File: src/rtl/tf_pkg.sv
// shared constants and types of the trapezoid fuzzifier
package tf_pkg;

    localparam int NUM_INPUTS = 4;
    localparam int NUM_SETS   = 8;
    localparam int ENTRIES    = NUM_INPUTS * NUM_SETS;
    localparam int ADDR_W     = (ENTRIES > 1) ? $clog2(ENTRIES) : 1;
    localparam int K_W        = (NUM_SETS > 1) ? $clog2(NUM_SETS) : 1;

    localparam int PT_W   = 16;
    localparam int Q_W    = 15;
    localparam int CNT_W  = $clog2(Q_W);
    localparam int MEM_W  = 16;
    localparam int SLOT_W = 3;
    localparam int VAR_W  = 2;

    localparam logic [MEM_W-1:0] ONE_Q15 = 16'h8000;

    typedef enum logic {
        OP_LOAD = 1'b0,
        OP_FUZZ = 1'b1
    } t_op;

    typedef struct packed {
        logic signed [PT_W-1:0] d;
        logic signed [PT_W-1:0] c;
        logic signed [PT_W-1:0] b;
        logic signed [PT_W-1:0] a;
    } t_points;

endpackage

File: src/rtl/tf_ram.sv
// generic single-write, single-read memory with registered read data
module tf_ram #(
    parameter int WIDTH = 64,
    parameter int DEPTH = 32,
    parameter int AW    = (DEPTH > 1) ? $clog2(DEPTH) : 1
) (
    input  logic             i_clk,
    input  logic             i_we,
    input  logic [AW-1:0]    i_waddr,
    input  logic [WIDTH-1:0] i_wdata,
    input  logic [AW-1:0]    i_raddr,
    output logic [WIDTH-1:0] o_rdata
);

    logic [WIDTH-1:0] r_mem [DEPTH];
    logic [WIDTH-1:0] r_rdata;

    always_ff @(posedge i_clk) begin
        if (i_we) begin
            r_mem[i_waddr] <= i_wdata;
        end
        r_rdata <= r_mem[i_raddr];
    end

    assign o_rdata = r_rdata;

endmodule

File: src/rtl/tf_divider.sv
// restoring divider, one quotient bit per cycle, for num < den
module tf_divider import tf_pkg::*; (
    input  logic            i_clk,
    input  logic            i_rst_n,
    input  logic            i_start,
    input  logic [PT_W-1:0] i_num,
    input  logic [PT_W-1:0] i_den,
    output logic            o_done,
    output logic [Q_W-1:0]  o_quot
);

    logic [PT_W-1:0]  r_rem;
    logic [PT_W-1:0]  r_den;
    logic [Q_W-1:0]   r_quot;
    logic [CNT_W-1:0] r_cnt;
    logic             r_busy;
    logic             r_done;

    logic [PT_W:0]   w_shift;
    logic [PT_W+1:0] w_diff;
    logic            w_fit;

    assign w_shift = {r_rem, 1'b0};
    assign w_diff  = {1'b0, w_shift} - {2'b00, r_den};
    assign w_fit   = ~w_diff[PT_W+1];

    always_ff @(posedge i_clk) begin
        if (!i_rst_n) begin
            r_busy <= 1'b0;
            r_done <= 1'b0;
        end else begin
            r_done <= 1'b0;
            if (i_start) begin
                r_rem  <= i_num;
                r_den  <= i_den;
                r_quot <= '0;
                r_cnt  <= CNT_W'(Q_W - 1);
                r_busy <= 1'b1;
            end else if (r_busy) begin
                // remainder stays below the divisor, so it fits the point width
                r_rem  <= w_fit ? w_diff[PT_W-1:0] : w_shift[PT_W-1:0];
                r_quot <= {r_quot[Q_W-2:0], w_fit};
                if (r_cnt == '0) begin
                    r_busy <= 1'b0;
                    r_done <= 1'b1;
                end else begin
                    r_cnt <= r_cnt - 1'b1;
                end
            end
        end
    end

    assign o_done = r_done;
    assign o_quot = r_quot;

endmodule

File: src/rtl/trapezoid_fuzzifier.sv
// trapezoid fuzzifier top level: set table, slot sequencer and output register
// A load request writes one trapezoid (a, b, c, d) into the set table in the
// cycle it is accepted and gives no result. A fuzzify request walks the slots
// of its input variable, slot 0 first, and gives one membership result per slot
// in Q1.15, tlast on the final slot. Each slot passes through a table read
// state and an evaluate state, then through a divide state when the value
// lies on a sloped edge and the shared bit-serial divider makes 15 quotient
// bits, then waits in the output register until taken, however long the
// downstream side stalls. No new request is taken while one is in work.
// The table is cleared by reset through per-entry valid bits.
module trapezoid_fuzzifier import tf_pkg::*; (
    input  logic         i_clk,
    input  logic         i_rst_n,
    input  logic         s_axis_tvalid,
    output logic         s_axis_tready,
    // input_index[1:0], set_index[4:2], point_a[20:5], point_b[36:21],
    // point_c[52:37], point_d[68:53], crisp_value[84:69], zero fill above
    input  logic [87:0]  s_axis_tdata,
    // op[0]
    input  logic [0:0]   s_axis_tuser,
    output logic         m_axis_tvalid,
    input  logic         m_axis_tready,
    // slot_index[2:0], membership[18:3], zero fill above
    output logic [23:0]  m_axis_tdata,
    // configured[0]
    output logic [0:0]   m_axis_tuser,
    output logic         m_axis_tlast
);

    typedef enum logic [2:0] {
        S_IDLE,
        S_READ,
        S_EVAL,
        S_DIV,
        S_OUT
    } t_state;

    t_state r_state;

    logic [VAR_W-1:0]       w_var;
    logic [SLOT_W-1:0]      w_set;
    t_points                w_pts;
    logic signed [PT_W-1:0] w_x;
    t_op                    w_op;
    logic                   w_acc;
    logic                   w_load_ok;
    logic [ADDR_W-1:0]      w_waddr;
    logic [ADDR_W-1:0]      w_raddr;

    logic [VAR_W-1:0]       r_var;
    logic                   r_var_ok;
    logic signed [PT_W-1:0] r_x;
    logic [K_W-1:0]         r_k;
    logic                   r_cfg;
    logic [ENTRIES-1:0]     r_present;

    logic [63:0]            w_rdata;
    t_points                w_rp;

    logic                   r_div_start;
    logic [PT_W-1:0]        r_num;
    logic [PT_W-1:0]        r_den;
    logic                   w_div_done;
    logic [Q_W-1:0]         w_quot;

    logic [SLOT_W-1:0]      r_o_slot;
    logic                   r_o_cfg;
    logic [MEM_W-1:0]       r_o_mem;
    logic                   r_o_last;

    logic signed [PT_W:0]   w_xa;
    logic signed [PT_W:0]   w_ba;
    logic signed [PT_W:0]   w_dx;
    logic signed [PT_W:0]   w_dc;

    assign w_op  = t_op'(s_axis_tuser[0]);
    assign w_var = s_axis_tdata[1:0];
    assign w_set = s_axis_tdata[4:2];
    assign w_pts = t_points'(s_axis_tdata[68:5]);
    assign w_x   = s_axis_tdata[84:69];
    assign w_acc = s_axis_tvalid && s_axis_tready;

    assign w_load_ok = (int'(w_var) < NUM_INPUTS) && (int'(w_set) < NUM_SETS);
    assign w_waddr   = ADDR_W'(int'(w_var) * NUM_SETS + int'(w_set));
    assign w_raddr   = ADDR_W'(int'(r_var) * NUM_SETS + int'(r_k));

    tf_ram #(
        .WIDTH (64),
        .DEPTH (ENTRIES)
    ) u_table (
        .i_clk   (i_clk),
        .i_we    (w_acc && (w_op == OP_LOAD) && w_load_ok),
        .i_waddr (w_waddr),
        .i_wdata (w_pts),
        .i_raddr (w_raddr),
        .o_rdata (w_rdata)
    );

    assign w_rp = t_points'(w_rdata);

    tf_divider u_div (
        .i_clk   (i_clk),
        .i_rst_n (i_rst_n),
        .i_start (r_div_start),
        .i_num   (r_num),
        .i_den   (r_den),
        .o_done  (w_div_done),
        .o_quot  (w_quot)
    );

    // edge distances, widened by one bit so they cannot wrap
    assign w_xa = {r_x[PT_W-1], r_x} - {w_rp.a[PT_W-1], w_rp.a};
    assign w_ba = {w_rp.b[PT_W-1], w_rp.b} - {w_rp.a[PT_W-1], w_rp.a};
    assign w_dx = {w_rp.d[PT_W-1], w_rp.d} - {r_x[PT_W-1], r_x};
    assign w_dc = {w_rp.d[PT_W-1], w_rp.d} - {w_rp.c[PT_W-1], w_rp.c};

    always_ff @(posedge i_clk) begin
        if (!i_rst_n) begin
            r_state     <= S_IDLE;
            r_present   <= '0;
            r_div_start <= 1'b0;
            r_k         <= '0;
        end else begin
            r_div_start <= 1'b0;
            unique case (r_state)
                S_IDLE: begin
                    if (w_acc) begin
                        if (w_op == OP_LOAD) begin
                            if (w_load_ok) begin
                                r_present[w_waddr] <= 1'b1;
                            end
                        end else begin
                            r_var    <= w_var;
                            r_var_ok <= int'(w_var) < NUM_INPUTS;
                            r_x      <= w_x;
                            r_k      <= '0;
                            r_state  <= S_READ;
                        end
                    end
                end
                S_READ: begin
                    r_cfg   <= r_var_ok && r_present[w_raddr];
                    r_state <= S_EVAL;
                end
                S_EVAL: begin
                    r_o_slot <= SLOT_W'(r_k);
                    r_o_cfg  <= r_cfg;
                    r_o_last <= (int'(r_k) == NUM_SETS - 1);
                    r_o_mem  <= '0;
                    r_state  <= S_OUT;
                    if (r_cfg) begin
                        if (r_x >= w_rp.a && r_x < w_rp.b) begin
                            r_num       <= w_xa[PT_W-1:0];
                            r_den       <= w_ba[PT_W-1:0];
                            r_div_start <= 1'b1;
                            r_state     <= S_DIV;
                        end else if (r_x >= w_rp.b && r_x <= w_rp.c) begin
                            r_o_mem <= ONE_Q15;
                        end else if (r_x > w_rp.c && r_x <= w_rp.d) begin
                            r_num       <= w_dx[PT_W-1:0];
                            r_den       <= w_dc[PT_W-1:0];
                            r_div_start <= 1'b1;
                            r_state     <= S_DIV;
                        end else if (r_x > w_rp.d && w_rp.c == w_rp.d) begin
                            // right shoulder with a vertical edge stays at full
                            r_o_mem <= ONE_Q15;
                        end
                    end
                end
                S_DIV: begin
                    if (w_div_done) begin
                        r_o_mem <= {1'b0, w_quot};
                        r_state <= S_OUT;
                    end
                end
                S_OUT: begin
                    if (m_axis_tready) begin
                        if (int'(r_k) == NUM_SETS - 1) begin
                            r_state <= S_IDLE;
                        end else begin
                            r_k     <= r_k + 1'b1;
                            r_state <= S_READ;
                        end
                    end
                end
                default: begin
                    r_state <= S_IDLE;
                end
            endcase
        end
    end

    assign s_axis_tready   = (r_state == S_IDLE);
    assign m_axis_tvalid   = (r_state == S_OUT);
    assign m_axis_tdata    = {5'b00000, r_o_mem, r_o_slot};
    assign m_axis_tuser[0] = r_o_cfg;
    assign m_axis_tlast    = r_o_last;

    a_no_overlap: assert property (@(posedge i_clk) disable iff (!i_rst_n)
        m_axis_tvalid |-> !s_axis_tready)
        else $error("request taken while a result is pending");

    a_last_slot: assert property (@(posedge i_clk) disable iff (!i_rst_n)
        (m_axis_tvalid && m_axis_tlast) |-> (int'(r_k) == NUM_SETS - 1))
        else $error("tlast on a slot other than the final one");

    a_mem_range: assert property (@(posedge i_clk) disable iff (!i_rst_n)
        m_axis_tvalid |-> (m_axis_tdata[18:3] <= ONE_Q15))
        else $error("membership above one");

    a_unconf_zero: assert property (@(posedge i_clk) disable iff (!i_rst_n)
        (m_axis_tvalid && !m_axis_tuser[0]) |-> (m_axis_tdata[18:3] == '0))
        else $error("unconfigured slot with nonzero membership");

endmodule
File: config.mk
export PLATFORM = sky130hd
export DESIGN_NAME = trapezoid_fuzzifier
export DESIGN_NICKNAME = d
export VERILOG_FILES = /design/src/rtl/tf_pkg.sv /design/src/rtl/tf_ram.sv /design/src/rtl/tf_divider.sv /design/src/rtl/trapezoid_fuzzifier.sv
export SDC_FILE = /design/constraint.sdc
export NUM_CORES = 2
export LEC_CHECK = 0
export BUFFER_PORTS_ARGS = -buffer_cell sky130_fd_sc_hd__buf_2
export CAP_MARGIN = 30
export CORE_MARGIN = 4
export CORE_UTILIZATION = 43
export DETAILED_ROUTE_END_ITERATION = 8
export SYNTH_ARGS = -nofsm -noshare
export SYNTH_HDL_FRONTEND = slang
export SYNTH_SLANG_ARGS = --single-unit
File: constraint.sdc
create_clock -name i_clk -period 13.82 [get_ports i_clk]
set_input_delay 0.691 -clock i_clk [delete_from_list [all_inputs] [get_ports i_clk]]
set_output_delay 0.691 -clock i_clk [all_outputs]
set_load 0.01 [all_outputs]
==> results_tabular.tex <==
\begin{tabular}{lr}
\hline
Metric & Value \\
\hline
\multicolumn{2}{l}{\textbf{Worst setup path}} \\
\quad Biggest cell delay along the critical path & 0.78 ns \\
\quad Path type of the worst setup path & register to register \\
\quad Cells along the critical path & buf\_4 -> buf\_4 -> buf\_4 -> buf\_16 -> mux4\_2 -> mux4\_2 -> mux2\_2 \\
\quad Startpoint type of the worst setup path & register \\
\quad Required time at the endpoint of the critical path & 14.57 ns \\
\quad Slowest cell on the critical path & dfxtp\_4 \\
\quad Critical Path AT & 5.56 ns \\
\quad Top cell by count, worst path & buf\_4 \\
\quad Category of the worst setup path capture point & register \\
\quad Worst-path maximum fanout & 40 \\
\multicolumn{2}{l}{\textbf{Timing}} \\
\quad Period utilisation layout & 34.8\% \\
\quad RSZ-0062 raised after global routing & no \\
\quad Total count of max-transition violations in the final report & 0 \\
\quad Summed negative setup slack over all endpoints & 0 ns \\
\quad Setup violation total in the final timing report & 0 \\
\quad Final worst hold slack & 0.101 ns \\
\quad Clock period minus final worst setup slack & 4.81 ns \\
\quad Worst Clk Skew & 0.0670 ns \\
\quad Number of failing hold endpoints at the final stage & 0 \\
\quad Headroom to the max-slew limit & 31.3\% \\
\quad Fmax & 208 MHz \\
\quad Actual transition at the worst max-transition pin & 1.03 ns \\
\multicolumn{2}{l}{\textbf{Outcome}} \\
\quad Run status & finished clean \\
\multicolumn{2}{l}{\textbf{Job}} \\
\quad Maxcap violations & 0 \\
\multicolumn{2}{l}{\textbf{Clocking}} \\
\quad Insertion delay to the later sink of the worst-skew pair & 0.87 ns \\
\quad Inserted Clock Buffers & 223 \\
\quad Cts repair resizes & 0 \\
\quad Maximum buffer depth of the clock tree & 3 \\
\quad Number of sinks handled by clock tree synthesis & 2276 \\
\quad H-tree Lvls & 4 \\
\quad TritonCTS clock tree & yes \\
\quad Clock transition at the register clock pins on the worst setup and hold paths after CTS & 0.06 ns \\
\quad Hold-fix buffer count after cts & 2 \\
\quad Post-CTS Repair Setup Buffers & 0 \\
\quad Clk root buf & clkbuf\_16 \\
\multicolumn{2}{l}{\textbf{Logic synthesis}} \\
\quad Post-synthesis cell area & 89600 um2 \\
\quad Ranking of synthesized cells by instance count & edfxtp\_1 (2171), mux4\_2 (650), ha\_1 (112) \\
\quad Synthesized-area fraction occupied by ao, oa, aoi and oai cells & 2.02\% \\
\quad Prevailing post-synth register cell & edfxtp\_1 \\
\quad Mean post-synth cell area & 21.9 um2 \\
\quad Number of synthesized flops with an enable pin & 2171 \\
\quad Top cell type by total area after synthesis & edfxtp\_1 \\
\quad Share of flip-flops with an asynchronous set or reset & 0\% \\
\quad Dominant combinational cell family by area after synthesis & multiplexers \\
\quad Top area cells in the synthesized netlist & edfxtp\_1 (73\%), mux4\_2 (16\%), dfxtp\_1 (2.3\%), ha\_1 (1.6\%), mux2\_2 (0.85\%) \\
\quad Sequential area share after synthesis & 75.1\% \\
\quad Synth unique cells & 73 \\
\quad Most common cell in the netlist & edfxtp\_1 \\
\quad Synthesized-area fraction occupied by and/or/nand/nor cells & 2.07\% \\
\quad Multiplexer share of the synthesized area & 17.3\% \\
\quad \#FFs+latches synth & 2276 \\
\quad Synth Area in Adders & 1.68\% \\
\quad Number of synthesis warnings & 0 \\
\quad Post-Syn Instances & 4091 \\
\quad Share of Yosys cell area claimed by the top area cell type & 72.8\% \\
\quad XOR/XNOR Fraction of Synth Area & 0.508\% \\
\multicolumn{2}{l}{\textbf{Global route}} \\
\quad Initial antenna violation count & 32 \\
\quad Pin count of the biggest net entering global routing & 129 \\
\quad Vias in the first global route & 43300 \\
\quad Overall global routing resource usage & 21.2\% \\
\quad Total global routing overflow & 0 \\
\quad Global-route wire length before repair & 327000 um \\
\multicolumn{2}{l}{\textbf{Place}} \\
\quad Total placed cells including tap cells & 6920 \\
\quad Final weighted congestion in routability-driven placement & 0.899 \\
\quad Port Buffers & 112 \\
\quad HPWL after detailed placement & 125000 um \\
\multicolumn{2}{l}{\textbf{Die}} \\
\quad I/O pin total & 121 \\
\quad Effective utilization at floorplan & 43.2\% \\
\quad Overall die area & 216000 um2 \\
\quad Core Footprint & 207000 um2 \\
\quad Chip Width & 464 um \\
\quad Number of placement rows & 167 \\
\quad Die height & 464 um \\
\multicolumn{2}{l}{\textbf{Min path}} \\
\quad Hold Path Class & primary input to register \\
\multicolumn{2}{l}{\textbf{Power and ir drop}} \\
\quad Leakage & 0.0317 uW \\
\quad Power density over the cells & 139 nW/um2 \\
\quad Maximum vdd drop & 0.128 mV \\
\multicolumn{2}{l}{\textbf{Cells and area}} \\
\quad Net count, final & 4572 \\
\quad Layout Cells excl Fill & 7352 \\
\quad Fraction of final layout cells sized beyond drive strength 1 & 29.3\% \\
\quad Fraction of the core area covered by cells at the end of the flow & 49.1\% \\
\quad Growth of design area from synthesis to finish & 13.6\% \\
\multicolumn{2}{l}{\textbf{Routing}} \\
\quad Overall via count from detail\_route & 43100 \\
\quad Detail-routed net length per standard cell & 31.2 um \\
\quad DR vias/cell & 5.86 \\
\quad Number of design-rule violations left by the first detailed-router iteration & 4614 \\
\quad DRC violations left & 0 \\
\quad First drt pass iteration count & 5 \\
\quad Residual antenna-violating net count after detailed routing & 0 \\
\quad Total wire length & 229000 um \\
\hline
\end{tabular}
[cells by family after synthesis]
group / Yosys count
buf+inv: 279
fa+ha+maj: 117
mux: 732
xor+xnor: 52
simple gates: 370
other cells: 1
compound gates: 264
flops: 2276
[sequential cells by signal (all words and copies together), names as in the netlist, 3 cells and up]
name	flops
u_div.r_den	16
r_present	32
u_div.r_rem	16
u_div.r_cnt	4
r_k	3
u_table.o_rdata	64
u_table.r_mem	2048
r_num	16
r_o_mem	16
r_x	16
r_den	16
u_div.o_quot	15
r_state	3
r_o_slot	3
[stage by stage]
step	setup slack, ns	instance area (um2)	power (uW)
3_5_place_dp	8.85	94100	8090
2_1_floorplan	9.13	89600	7910
3_3_place_gp	8.64	94000	8080
5_1_grt	8.56	102000	14600
4_1_cts	8.85	102000	14200
6_report	9.01	102000	14100
[placed cells by master (no fill, tap or decap), drive strengths merged, types with 5 or more instances in the layout]
cell    instances
a211oi         11
clkinv         71
nor2           95
mux4          650
diode           8
inv           106
o21ai          49
bufinv         23
or2             9
or3             7
buf           222
xnor2          36
edfxtp       2171
a21o           17
nand2b         23
and3            6
o31ai          14
nand4           6
a21oi          60
dfxtp         105
mux2           69
nor3           34
and2           20
clkbuf        312
o311ai          9
ha            112
nand3b         14
nand3          25
o41ai           5
o21a           53
xor2           16
mux2i          13
a21boi          6
fa              5
nor2b          32
nand2          81
conb            5
[cell type report]
cell class	instances	area, um2
sequential	2276	67300
clock buffer	312	6250
tap	2788	3490
multi-input combinational	1540	21400
timing repair buffer	224	1640
fill	16700	105000
clock inverter	107	1270
inverter	97	364
antenna	8	20.0
[where the power goes]
group | internal (uW) | switching (uW) | total (uW)
sequential | 7580 | 22.7 | 7610
combinational | 103 | 237 | 340
clock | 3590 | 2580 | 6170
total | 11300 | 2840 | 14100
[critical path, delay by kind of cell, from the launching register on]
kind | cells | cell delay, ns
mux | 3 | 1.42
flops | 1 | 0.78
buf+inv | 4 | 2.35
[final timing paths]
kind,start,endpoint,slack (ns),cells past startpoint
max reg2reg,r_k[0],u_table.o_rdata[34],9.01,7
max,r_k[0],u_table.o_rdata[34],9.01,7
min reg2reg,r_den[11],u_div.r_den[11],0.41,0
min,s_axis_tdata[0],r_var[0],0.10,1
[layer usage]
metal	GRT usage, %	wire length (um)
met1	30.1	96500
met2	34.2	111000
met3	3.68	15300
met4	5.73	5870
met5	0	77
Power figures use the tool's default switching activity.
